[config.mk]
export PLATFORM = sky130hd
export DESIGN_NAME = tga_stream_decoder_top
export DESIGN_NICKNAME = d
export VERILOG_FILES = /design/src/hdl/tgad_pkg.sv /design/src/hdl/tga_stream_decoder_top.sv /design/src/hdl/tgad_parser.sv /design/src/hdl/tgad_result_queue.sv
export SDC_FILE = /design/constraint.sdc
export NUM_CORES = 2
export LEC_CHECK = 0
export BUFFER_PORTS_ARGS = -buffer_cell sky130_fd_sc_hd__buf_2
export CAP_MARGIN = 20
export CORE_AREA = 5 5 289 291
export DETAILED_ROUTE_END_ITERATION = 16
export DIE_AREA = 0 0 294 296
export PLACE_DENSITY_LB_ADDON = 0.2
export RECOVER_POWER = 50
export SLEW_MARGIN = 20
export SYNTH_ARGS = -nofsm -noshare
export SYNTH_HDL_FRONTEND = slang
export SYNTH_SLANG_ARGS = --single-unit
export TNS_END_PERCENT = 30
[constraint.sdc]
create_clock -name clk -period 18.3 [get_ports clk]
set_input_delay 0.915 -clock clk [delete_from_list [all_inputs] [get_ports clk]]
set_output_delay 0.915 -clock clk [all_outputs]
set_load 0.005 [all_outputs]
[src/hdl/tgad_pkg.sv]
`timescale 1ns / 1ps
package tgad_pkg;

  // Field widths of one result
  localparam int ADDR_W   = 34;
  localparam int STRIDE_W = 18;
  localparam int DIM_W    = 16;
  localparam int OUT_TDATA_W = 88;

  // Result queue depth; an item may push two results
  localparam int QUEUE_DEPTH = 4;
  localparam int QPTR_W      = $clog2(QUEUE_DEPTH);
  localparam int QCNT_W      = $clog2(QUEUE_DEPTH + 1);

  // Result kinds
  localparam logic KIND_WRITE  = 1'b0;
  localparam logic KIND_STATUS = 1'b1;

  // Status codes
  localparam logic [2:0] ST_OK           = 3'd0;
  localparam logic [2:0] ST_SHORT_HEADER = 3'd1;
  localparam logic [2:0] ST_BAD_SIG      = 3'd2;
  localparam logic [2:0] ST_BAD_GEOMETRY = 3'd3;
  localparam logic [2:0] ST_SHORT_DATA   = 3'd4;

  typedef struct packed {
    logic              kind;
    logic [ADDR_W-1:0] address;
    logic [7:0]        value;
    logic [2:0]        status;
    logic [DIM_W-1:0]  image_width;
    logic [DIM_W-1:0]  image_height;
    logic [7:0]        bits_per_pixel;
    logic              run_last;
  } result_t;

  // Pack the data fields of a result, address in the lowest bits
  function automatic logic [OUT_TDATA_W-1:0] pack_result(input result_t r);
    pack_result = {3'b000, r.bits_per_pixel, r.image_height, r.image_width,
                   r.status, r.value, r.address};
  endfunction

endpackage

[src/hdl/tga_stream_decoder_top.sv]
`timescale 1ns / 1ps
// Streaming decoder for uncompressed TGA files (type 2 color, type 3 grey).
// Slave channel: one file byte per transaction in s_axis_tdata, s_axis_tlast
// on the final byte of the file. Master channel: results. m_axis_tuser is the
// kind (0 pixel byte write, 1 end-of-file status), m_axis_tlast marks the last
// result caused by one input byte. A status other than ok means every write
// of that file must be discarded.
// A result is valid on the master side once its byte has passed the input
// register and been pushed into the result queue.
// Throughput: one byte per cycle while each byte gives at most one result
// and the receiver does not stall; a pixel byte that is also the end of the
// file gives two results, which leave one per cycle through the four-entry
// result queue. A byte is taken from the input register only while the queue
// has room for two results.
// Reset (rst, synchronous) empties the input register and the queue and
// returns the decoder to the start of a header. When the receiver stalls,
// results wait in the queue; bytes move on while it holds at most two
// results, then the input register holds one byte and s_axis_tready drops.
module tga_stream_decoder_top
  import tgad_pkg::*;
(
  input  logic                   clk,
  input  logic                   rst,
  input  logic                   s_axis_tvalid,
  output logic                   s_axis_tready,
  input  logic [7:0]             s_axis_tdata,  // [7:0] byte_value
  input  logic                   s_axis_tlast,
  output logic                   m_axis_tvalid,
  input  logic                   m_axis_tready,
  // [33:0] address, [41:34] value, [44:42] status, [60:45] image_width,
  // [76:61] image_height, [84:77] bits_per_pixel, [87:85] zero
  output logic [OUT_TDATA_W-1:0] m_axis_tdata,
  output logic                   m_axis_tuser,  // [0] kind
  output logic                   m_axis_tlast
);

  logic              in_valid;
  logic [7:0]        in_byte;
  logic              in_eof;
  logic              advance;
  result_t           res0;
  result_t           res1;
  logic [1:0]        res_count;
  logic [1:0]        push_count;
  result_t           head;
  logic              head_valid;
  logic [QCNT_W-1:0] q_count;

  // Move the held byte on while the queue has room for two results
  assign advance       = in_valid && (q_count <= QCNT_W'(QUEUE_DEPTH - 2));
  assign s_axis_tready = !in_valid || advance;
  assign push_count    = advance ? res_count : 2'd0;

  // Input register
  always_ff @(posedge clk) begin
    if (rst) begin
      in_valid <= 1'b0;
    end else if (s_axis_tready) begin
      in_valid <= s_axis_tvalid;
    end
  end

  always_ff @(posedge clk) begin
    if (s_axis_tready && s_axis_tvalid) begin
      in_byte <= s_axis_tdata;
      in_eof  <= s_axis_tlast;
    end
  end

  tgad_parser u_parser (
    .clk         (clk),
    .rst         (rst),
    .advance     (advance),
    .byte_value  (in_byte),
    .end_of_file (in_eof),
    .res0        (res0),
    .res1        (res1),
    .res_count   (res_count)
  );

  tgad_result_queue u_queue (
    .clk        (clk),
    .rst        (rst),
    .push_count (push_count),
    .push0      (res0),
    .push1      (res1),
    .pop        (m_axis_tready),
    .head       (head),
    .head_valid (head_valid),
    .count      (q_count)
  );

  // Drive the master channel from the queue head
  assign m_axis_tvalid = head_valid;
  assign m_axis_tdata  = pack_result(head);
  assign m_axis_tuser  = head.kind;
  assign m_axis_tlast  = head.run_last;

  // Queue never holds more results than it has entries
  assert property (@(posedge clk) disable iff (rst) q_count <= QCNT_W'(QUEUE_DEPTH))
    else $error("result queue overflow");

  // Two results from one byte only when that byte ends the file
  assert property (@(posedge clk) disable iff (rst) (advance && res_count == 2'd2) |-> in_eof)
    else $error("two results from a byte that does not end the file");

  // A status result always closes the results of its byte
  assert property (@(posedge clk) disable iff (rst)
                   (m_axis_tvalid && m_axis_tuser) |-> m_axis_tlast)
    else $error("status result without tlast");

  // Every byte that ends the file pushes a status result last
  assert property (@(posedge clk) disable iff (rst)
                   (advance && in_eof) |-> (res_count != 2'd0))
    else $error("end of file gave no result");

endmodule

[src/hdl/tgad_parser.sv]
`timescale 1ns / 1ps
module tgad_parser
  import tgad_pkg::*;
(
  input  logic       clk,
  input  logic       rst,
  input  logic       advance,
  input  logic [7:0] byte_value,
  input  logic       end_of_file,
  output result_t    res0,
  output result_t    res1,
  output logic [1:0] res_count
);

  localparam logic [1:0] PH_HEADER = 2'd0;
  localparam logic [1:0] PH_PIXEL  = 2'd1;
  localparam logic [1:0] PH_IGNORE = 2'd2;

  localparam logic [4:0] IDX_SIG_END = 5'd12;
  localparam logic [4:0] IDX_TYPE    = 5'd2;
  localparam logic [4:0] IDX_W_LO    = 5'd12;
  localparam logic [4:0] IDX_W_HI    = 5'd13;
  localparam logic [4:0] IDX_H_LO    = 5'd14;
  localparam logic [4:0] IDX_H_HI    = 5'd15;
  localparam logic [4:0] IDX_DEPTH   = 5'd16;

  localparam logic [7:0] DEPTH_8  = 8'd8;
  localparam logic [7:0] DEPTH_24 = 8'd24;
  localparam logic [7:0] DEPTH_32 = 8'd32;

  logic [4:0]          header_index, header_index_next;
  logic [1:0]          phase, phase_next;
  logic                signature_bad, signature_bad_next;
  logic [DIM_W-1:0]    width_reg, width_reg_next;
  logic [DIM_W-1:0]    height_reg, height_reg_next;
  logic [DIM_W-1:0]    height_m1, height_m1_next;
  logic [7:0]          depth_reg, depth_reg_next;
  logic                origin_top, origin_top_next;
  logic [STRIDE_W-1:0] stride, stride_next;
  logic [DIM_W-1:0]    rows_left, rows_left_next;
  logic [STRIDE_W-1:0] column_byte, column_byte_next;
  logic [1:0]          pixel_byte, pixel_byte_next;
  logic [ADDR_W-1:0]   row_base, row_base_next;
  logic [2:0]          error_code, error_code_next;

  logic [ADDR_W-1:0]   last_row_base;
  logic [STRIDE_W-1:0] col_adj;
  logic [STRIDE_W-1:0] col_inc;
  logic [1:0]          pb_inc;
  logic                swap;
  logic                wrote;
  logic                geometry_bad;
  result_t             write_res;
  result_t             status_res;

  // Start of the bottom row, for images stored bottom-up (18 by 16 bit product)
  assign last_row_base = ADDR_W'(stride) * ADDR_W'(height_m1);

  assign geometry_bad = (width_reg == '0) || (height_reg == '0) ||
                        ((depth_reg != DEPTH_8) && (depth_reg != DEPTH_24) &&
                         (depth_reg != DEPTH_32));

  // Red/blue swap offset within the row
  assign swap = (depth_reg != DEPTH_8);
  always_comb begin
    col_adj = column_byte;
    if (swap && (pixel_byte == 2'd0)) begin
      col_adj = column_byte + STRIDE_W'(2);
    end else if (swap && (pixel_byte == 2'd2)) begin
      col_adj = column_byte - STRIDE_W'(2);
    end
  end

  assign col_inc = column_byte + STRIDE_W'(1);
  assign pb_inc  = pixel_byte + 2'd1;

  // Decode one byte and work out the next state
  always_comb begin
    header_index_next  = header_index;
    phase_next         = phase;
    signature_bad_next = signature_bad;
    width_reg_next     = width_reg;
    height_reg_next    = height_reg;
    height_m1_next     = height_m1;
    depth_reg_next     = depth_reg;
    origin_top_next    = origin_top;
    stride_next        = stride;
    rows_left_next     = rows_left;
    column_byte_next   = column_byte;
    pixel_byte_next    = pixel_byte;
    row_base_next      = row_base;
    error_code_next    = error_code;
    wrote              = 1'b0;

    write_res          = '0;
    write_res.kind     = KIND_WRITE;
    write_res.address  = row_base + ADDR_W'(col_adj);
    write_res.value    = byte_value;

    unique case (phase)
      PH_HEADER: begin
        header_index_next = header_index + 5'd1;
        if (header_index < IDX_SIG_END) begin
          if (header_index == IDX_TYPE) begin
            if ((byte_value != 8'd2) && (byte_value != 8'd3)) signature_bad_next = 1'b1;
          end else if (byte_value != 8'd0) begin
            signature_bad_next = 1'b1;
          end
        end else begin
          priority case (header_index)
            IDX_W_LO: width_reg_next[7:0]  = byte_value;
            IDX_W_HI: width_reg_next[15:8] = byte_value;
            IDX_H_LO: height_reg_next[7:0] = byte_value;
            IDX_H_HI: begin
              height_reg_next[15:8] = byte_value;
              height_m1_next = {byte_value, height_reg[7:0]} - DIM_W'(1);
            end
            IDX_DEPTH: begin
              depth_reg_next = byte_value;
              if (byte_value == DEPTH_8) begin
                stride_next = STRIDE_W'(width_reg);
              end else if (byte_value == DEPTH_24) begin
                stride_next = {1'b0, width_reg, 1'b0} + STRIDE_W'(width_reg);
              end else begin
                stride_next = {width_reg, 2'b00};
              end
            end
            default: begin
              // Descriptor byte: judge the header
              origin_top_next = byte_value[5];
              if (signature_bad) begin
                error_code_next = ST_BAD_SIG;
                phase_next      = PH_IGNORE;
              end else if (geometry_bad) begin
                error_code_next = ST_BAD_GEOMETRY;
                phase_next      = PH_IGNORE;
              end else begin
                rows_left_next   = height_reg;
                column_byte_next = '0;
                pixel_byte_next  = '0;
                row_base_next    = byte_value[5] ? '0 : last_row_base;
                phase_next       = PH_PIXEL;
              end
            end
          endcase
        end
      end
      PH_PIXEL: begin
        wrote = 1'b1;
        // Advance the byte position within the pixel
        if (depth_reg == DEPTH_8) begin
          pixel_byte_next = 2'd0;
        end else if ((depth_reg == DEPTH_24) && (pb_inc == 2'd3)) begin
          pixel_byte_next = 2'd0;
        end else begin
          pixel_byte_next = pb_inc;
        end
        // Advance the column, stepping rows at the end of each
        column_byte_next = col_inc;
        if (col_inc >= stride) begin
          column_byte_next = '0;
          rows_left_next   = rows_left - DIM_W'(1);
          if (origin_top) begin
            row_base_next = row_base + ADDR_W'(stride);
          end else if (row_base >= ADDR_W'(stride)) begin
            row_base_next = row_base - ADDR_W'(stride);
          end
          if (rows_left == DIM_W'(1)) begin
            error_code_next = ST_OK;
            phase_next      = PH_IGNORE;
          end
        end
      end
      default: begin
      end
    endcase

    status_res                = '0;
    status_res.kind           = KIND_STATUS;
    status_res.image_width    = width_reg_next;
    status_res.image_height   = height_reg_next;
    status_res.bits_per_pixel = depth_reg_next;
    status_res.run_last       = 1'b1;
    if (phase_next == PH_HEADER) begin
      status_res.status = ST_SHORT_HEADER;
    end else if (phase_next == PH_PIXEL) begin
      status_res.status = ST_SHORT_DATA;
    end else begin
      status_res.status = error_code_next;
    end

    // Return to the reset state after the status
    if (end_of_file) begin
      header_index_next  = '0;
      phase_next         = PH_HEADER;
      signature_bad_next = 1'b0;
      width_reg_next     = '0;
      height_reg_next    = '0;
      height_m1_next     = '0;
      depth_reg_next     = '0;
      origin_top_next    = 1'b0;
      stride_next        = '0;
      rows_left_next     = '0;
      column_byte_next   = '0;
      pixel_byte_next    = '0;
      row_base_next      = '0;
      error_code_next    = ST_OK;
    end
  end

  // Order the results of this byte
  always_comb begin
    res0 = write_res;
    res1 = status_res;
    res0.run_last = !end_of_file;
    res_count = 2'd0;
    if (wrote && end_of_file) begin
      res_count = 2'd2;
    end else if (wrote) begin
      res_count = 2'd1;
    end else if (end_of_file) begin
      res0      = status_res;
      res_count = 2'd1;
    end
  end

  // Update the decoder state on each accepted byte
  always_ff @(posedge clk) begin
    if (rst) begin
      header_index  <= '0;
      phase         <= PH_HEADER;
      signature_bad <= 1'b0;
      width_reg     <= '0;
      height_reg    <= '0;
      height_m1     <= '0;
      depth_reg     <= '0;
      origin_top    <= 1'b0;
      stride        <= '0;
      rows_left     <= '0;
      column_byte   <= '0;
      pixel_byte    <= '0;
      row_base      <= '0;
      error_code    <= ST_OK;
    end else if (advance) begin
      header_index  <= header_index_next;
      phase         <= phase_next;
      signature_bad <= signature_bad_next;
      width_reg     <= width_reg_next;
      height_reg    <= height_reg_next;
      height_m1     <= height_m1_next;
      depth_reg     <= depth_reg_next;
      origin_top    <= origin_top_next;
      stride        <= stride_next;
      rows_left     <= rows_left_next;
      column_byte   <= column_byte_next;
      pixel_byte    <= pixel_byte_next;
      row_base      <= row_base_next;
      error_code    <= error_code_next;
    end
  end

endmodule

[src/hdl/tgad_result_queue.sv]
`timescale 1ns / 1ps
module tgad_result_queue
  import tgad_pkg::*;
(
  input  logic              clk,
  input  logic              rst,
  input  logic [1:0]        push_count,
  input  result_t           push0,
  input  result_t           push1,
  input  logic              pop,
  output result_t           head,
  output logic              head_valid,
  output logic [QCNT_W-1:0] count
);

  result_t           entries [QUEUE_DEPTH];
  logic [QPTR_W-1:0] wr_ptr;
  logic [QPTR_W-1:0] rd_ptr;
  logic [QPTR_W-1:0] wr_ptr_p1;
  logic              pop_ok;

  assign wr_ptr_p1  = wr_ptr + QPTR_W'(1);
  assign head       = entries[rd_ptr];
  assign head_valid = (count != '0);
  assign pop_ok     = pop && head_valid;

  // Store up to two results per cycle
  always_ff @(posedge clk) begin
    if (push_count != 2'd0) entries[wr_ptr] <= push0;
    if (push_count == 2'd2) entries[wr_ptr_p1] <= push1;
  end

  // Advance the pointers and the fill count
  always_ff @(posedge clk) begin
    if (rst) begin
      wr_ptr <= '0;
      rd_ptr <= '0;
      count  <= '0;
    end else begin
      wr_ptr <= wr_ptr + QPTR_W'(push_count);
      rd_ptr <= rd_ptr + QPTR_W'(pop_ok);
      count  <= count + QCNT_W'(push_count) - QCNT_W'(pop_ok);
    end
  end

endmodule

-- Word-level counts from Yosys, hierarchy flattened
Memories as Yosys holds them, arrays and structs flattened. A register that Yosys moved wholly into a read port is not among the register bits.
Cells that the tools add are included.
- bits in registers: 173
- bits in writable memories: 348
- bits of input ports: 13
- logic and storage cells: 211
- memories: 1
- add/subtract/negate cells: 16
- $mul: 1
- magnitude comparators: 4
- equality and inequality tests: 30
- muxes and demuxes: 101
- reductions and logical operators: 38
- memory list (memory ; words ; width ; read ports ; clocked after Yosys merged registers in ; write ports ; RTL line ; source):
    u_queue.entries ; 4 ; 87 ; 1 ; 1 ; 2 ; tgad_result_queue.sv:16 ; result_t entries [QUEUE_DEPTH];
- operators by type and width (cell ; count):
    two-way mux 34 bit ; 9
    two-way mux 87 bit ; 3
    two-way mux 16 bit ; 16
    two-way mux 18 bit ; 14
    adder 34 x 18 -> 34 bit ; 2
    one-hot mux 34 bit (2 select lines) ; 1
    two-way mux 8 bit ; 8
    two-way mux 2 bit ; 18
    one-hot mux 18 bit (2 select lines) ; 1
    >= comparator 34 x 18 -> 1 bit ; 1
    multiplier 18 x 16 -> 34 bit ; 1
    subtractor 34 x 18 -> 34 bit ; 1
    zero test 16 bit ; 2
    one-hot mux 16 bit (2 select lines) ; 1
    subtractor 16 x 1 -> 16 bit (second input constant) ; 2
    two-way mux 3 bit ; 9
    == test 5 x 4 -> 1 bit (second input constant) ; 4
    adder 17 x 16 -> 18 bit ; 1
    adder 18 x 1 -> 18 bit (second input constant) ; 1
    adder 18 x 2 -> 18 bit (second input constant) ; 1
    >= comparator 18 bit ; 1
    subtractor 18 x 2 -> 18 bit (second input constant) ; 1
    == test 16 x 1 -> 1 bit (second input constant) ; 1
    == test 8 x 4 -> 1 bit (second input constant) ; 2
    40 further kinds ; 89

-- Logic depth before layout (Yosys ltp)
- depth in word-level cells: 15
- mapped depth: 25
- depth with buffers taken out: 22

-- By module
Synthesis repeated with hierarchy kept, for this count alone.
- cells, all modules: 3881
- area total of the unflattened synthesis: 40535.1 um^2
- by module, submodules not included (module ; times used ; cells each ; area an instance (um^2) ; sequential area each (um^2)):
    tgad_parser ; 1 ; 2969 ; 23002.1 ; 3123.0
    tgad_result_queue ; 1 ; 888 ; 17145.2 ; 10590.2
    tga_stream_decoder_top ; 1 ; 24 ; 387.9 ; 290.3

-- Worst setup path after synthesis
No wires, ideal clock.
- kind: register to register
- from: reg u_parser.height_m1[7]
- to: reg u_parser.row_base[30]
- arrival: 6.408 ns
- data required time: 18.177 ns
- slack: 11.769 ns
- stages on the path, launching flop included: 24
- path buffers: 3
- period minus slack after synthesis: 6.531 ns
- cell sequence: dfxtp_1 -> clkbuf_1 -> clkbuf_1 -> nand2_1 -> fa_1 -> inv_1 -> fa_1 -> fa_1 -> fa_1 -> fa_1 -> inv_1 -> fa_1 -> inv_1 -> ha_1 -> clkbuf_1 -> a21o_1 -> o21bai_1 -> a221oi_1 -> nand4_1 -> a2111o_1 -> and3_1 -> or4_1 -> nand3_1 -> a21oi_1
- cells in the longest elaborated chain, start to end: 8
- ends and longest elaborated chain (what ; RTL line ; source):
    start: declaration ; tgad_parser.sv:36 ; logic [DIM_W-1:0] height_m1, height_m1_next;
    start signal: assignment ; tgad_parser.sv:250 ; height_m1 <= height_m1_next;
    multiplier 18 x 16 -> 34 bit ; tgad_parser.sv:57 ; assign last_row_base = ADDR_W'(stride) * ADDR_W'(height_m1);
    two-way mux 34 bit ; tgad_parser.sv:141 ; row_base_next = byte_value[5] ? '0 : last_row_base;
    two-way mux 34 bit ; tgad_parser.sv:134 ; end else if (geometry_bad) begin
    two-way mux 34 bit ; tgad_parser.sv:131 ; if (signature_bad) begin
    two-way mux 34 bit ; tgad_parser.sv:110 ; priority case (header_index)
    two-way mux 34 bit ; tgad_parser.sv:103 ; if (header_index < IDX_SIG_END) begin
    one-hot mux 34 bit (2 select lines) ; tgad_parser.sv:100 ; unique case (phase)
    two-way mux 34 bit ; tgad_parser.sv:193 ; if (end_of_file) begin
    end signal: assignment ; tgad_parser.sv:257 ; row_base <= row_base_next;
    end: declaration ; tgad_parser.sv:43 ; logic [ADDR_W-1:0] row_base, row_base_next;
No other way between the ends. The select of a mux whose other input is x is not followed.
A chain may end at the register's enable or synchronous reset.

==> results.json <==
{
  "fin_tns_setup_ns": 0,
  "drive_gt1_share_pct": 7.81,
  "hold_buffers": 0,
  "vias_per_cell": 5.64,
  "rsz0062_at_grt": "no",
  "finClkSkew_ns": 0.0435,
  "ys_warn_count": 0,
  "r2r_slack_ns": 10.90,
  "finalCritPeriodShare_pct": 40.4,
  "rr_endpoint": "u_queue.entries[0][31]",
  "r2r_start": "in_eof",
  "p_int_w": 0.00211,
  "path_max_fanout": 45,
  "final_cell_mix": "nor2_1, nand2_1, dfxtp_1",
  "p_total_w": 0.00287,
  "hpwlAfterDp_mm": 72.3,
  "first_global_vias": 27900,
  "slew_headroom_pct": -157,
  "critPathKind": "flop to flop",
  "seqPwrFrac_pct": 45.2,
  "dpl_cell_area_um2": 37900,
  "cap_violations": 11,
  "top_register": "u_queue.entries",
  "worstSkewPairLatency_ns": 0.64,
  "final_common_cell": "nor2_1",
  "powerDensity_nw_per_um2": 72.2,
  "dp_cells": 4898,
  "max-clock-path-buffers": 3,
  "die_area_um2": 87000,
  "synth_seq_area_share_pct": 33.4,
  "grt_max_degree": 64,
  "avgSynthCellArea_um2": 9.28,
  "critPathMaxStageDelay_ns": 2.15,
  "cp-start-kind": "flop",
  "area_growth_pct": 8.23,
  "grt-ovfl-total": 0,
  "core-area_um2": 80300,
  "place.gp.congestion": 0.905,
  "dr.first_iter.drc_count": 2110,
  "synthFlopType": "dfxtp_1",
  "cp_slowest_cell": "clkbuf_1",
  "slew_violations": 493,
  "nets": 4360,
  "synth_cells": 3950,
  "antenna_found_initial": 1,
  "chipWidth_um": 294,
  "worst_slew_pin_slew_ns": 3.86,
  "critPathArrivalTime_ns": 7.59,
  "cts_resized": 0,
  "biggestRegsByFlops": "u_queue.entries: 348 flops, u_parser.row_base: 34 flops",
  "max-vdd-ir-drop_mv": 0.0743,
  "p_sw_share_pct": 26.5,
  "cts_root_buffer": "clkbuf_16",
  "final_cells": 5004,
  "crit_path_end_kind": "flop",
  "worstPathRequired_ns": 18.49,
  "die_y_um": 296,
  "post-cts-setup-buffers": 0,
  "hold_viol_final": 0,
  "power_frac_comb_pct": 13.8,
  "cts_max_level": 2,
  "largest_reg_flops": 348,
  "fin_crit_ns": 7.40,
  "violations": "max-capacitance violations, max-slew violations",
  "syn_area_um2": 36700,
  "holdPathStages": 2,
  "clock.fmax_ghz": 0.135,
  "post_drt_wl_per_cell_um": 19.9,
  "p_leak_nw": 16.3,
  "drtPass1Iterations": 5,
  "synth_edf_count": 181,
  "cts_tree": "yes",
  "drc": 0,
  "pwr-share-clk_pct": 41.0,
  "wl_mm": 99.8,
  "synth_seq_cells": 521,
  "r2r_cells": 7,
  "num_vias": 28200,
  "io_buffers": 101,
  "grt_pass1_wl_mm": 159,
  "clkSinkCount": 521,
  "fin_area_um2": 39700,
  "path_cells": "clkbuf_1 > clkinv_1 > ha_1 > o21ai_0 > or3_1 > clkinv_1 > clkbuf_1",
  "synthDistinctLibCells": 81,
  "setup_viol_count_final": 0,
  "numCtsBuffers": 55,
  "grtUsageTotal_pct": 22.5,
  "hold_path_class": "flop to flop",
  "hold_start": "u_queue.entries[1][73]",
  "hold_path_end": "u_queue.entries[1][73]",
  "antenna_left": 0,
  "power_switching_w": 0.000759,
  "path_clk_slew_ns": 0.06,
  "start_util_pct": 45.7,
  "async_flop_share_pct": 0,
  "status": "complete, but fails checks",
  "final_util_pct": 49.4,
  "io_pins": 105,
  "fp-row-count": 104
}
==> power groups by stage <==
stage / clock network [W] / registers (W) / logic, W
floorplan: 0 / 0.00128 / 0.000295
global placement: 0 / 0.00132 / 0.000401
detailed placement: 0 / 0.00132 / 0.000402
CTS: 0.00120 / 0.00130 / 0.000403
global route: 0.00125 / 0.00130 / 0.000431
finish: 0.00118 / 0.00129 / 0.000396
==> Yosys cell counts, types with 8 or more instances <==
library cell	count	area, um^2
o31ai_1	13	97.6
a2111oi_0	8	70.1
nand2_1	426	1600
nor2_1	439	1650
o32ai_1	8	70.1
xnor2_1	82	718
nand3_1	37	185
buf_2	9	45.0
o21bai_1	16	120
o21a_1	12	90.1
nand2b_1	32	200
a32o_1	36	360
a21o_1	57	428
o21ai_0	195	976
nand4_1	29	181
fa_1	227	4540
o22ai_1	8	50.1
a22o_1	48	420
mux4_2	87	1960
a31oi_1	24	150
nor4_1	19	119
a22oi_1	35	263
buf_1	21	78.8
ha_1	224	2800
or3_1	21	131
nor2b_1	23	144
and3_1	34	213
inv_1	338	1270
nand3b_1	8	60.1
a32oi_1	9	78.8
a211oi_1	20	150
clkbuf_1	220	826
nor3_1	69	345
dfxtp_1	340	6810
a21oi_1	222	1110
edfxtp_1	181	5440
and2_1	146	913
mux2i_1	50	500
xor2_1	54	473
o211ai_1	19	143
==> metrics by stage <==
stage	hold WS, ns	worst slack [ns]
after floorplan	0.420	11.77
after global placement	0.429	11.48
after detailed placement	0.437	11.38
after CTS	0.438	11.33
after global routing	0.436	10.50
final	0.449	10.90
==> worst max-delay path: cells and delay by family (launching register included) <==
kind	cells	cell delay [ns]
buffers and inverters	4	5.20
adders and majority gates	1	0.85
and+or+nand+nor	1	0.34
DFF	1	0.32
AOI/OAI and AO/OA	1	0.15
==> cells by family (layout without fill, tap and decap cells) <==
kind of cell,Yosys count,after routing,share of synthesized area (%)
DFF,521,521,33.4
adders and majority gates,451,451,20.0
xor gates and xnor gates,136,136,3.25
and+or+nand+nor,1315,1315,16.4
other,1,4,0.0102
buffers and inverters,596,587,6.16
muxes,138,138,6.74
AOI/OAI and AO/OA,792,792,14.0
==> worst max-delay path by stage <==
stage                     slack (ns)                   from  cells after the start                     end
after global placement         11.48     u_parser.stride[7]                     22   u_parser.row_base[30]
final                          10.90                 in_eof                      7  u_queue.entries[0][31]
after CTS                      11.33     u_parser.stride[8]                     20   u_parser.row_base[30]
after global routing           10.50                 in_eof                      7  u_queue.entries[0][27]
after floorplan                11.77  u_parser.height_m1[7]                     23   u_parser.row_base[30]
after detailed placement       11.38     u_parser.stride[8]                     20   u_parser.row_base[30]
==> layer usage <==
metal	GRT usage [%]	vias up	part of all wire (%)
met5	0	-	0
met4	3.88	0	1.5
met3	2.44	98	5.1
met2	37.8	729	48
met1	32.3	13900	46
li1	-	13500	-
==> cell type report <==
class / instances / area (um^2)
inverters: 342 / 1280
repair buffers: 141 / 723
clock buffers: 80 / 1580
diodes: 1 / 2.50
multi-input cells: 2835 / 22200
flip-flops and latches: 521 / 12200
clock inverters: 24 / 334
fillers: 7553 / 40600
well taps: 1060 / 1330
(Power assumes the default switching activity.)
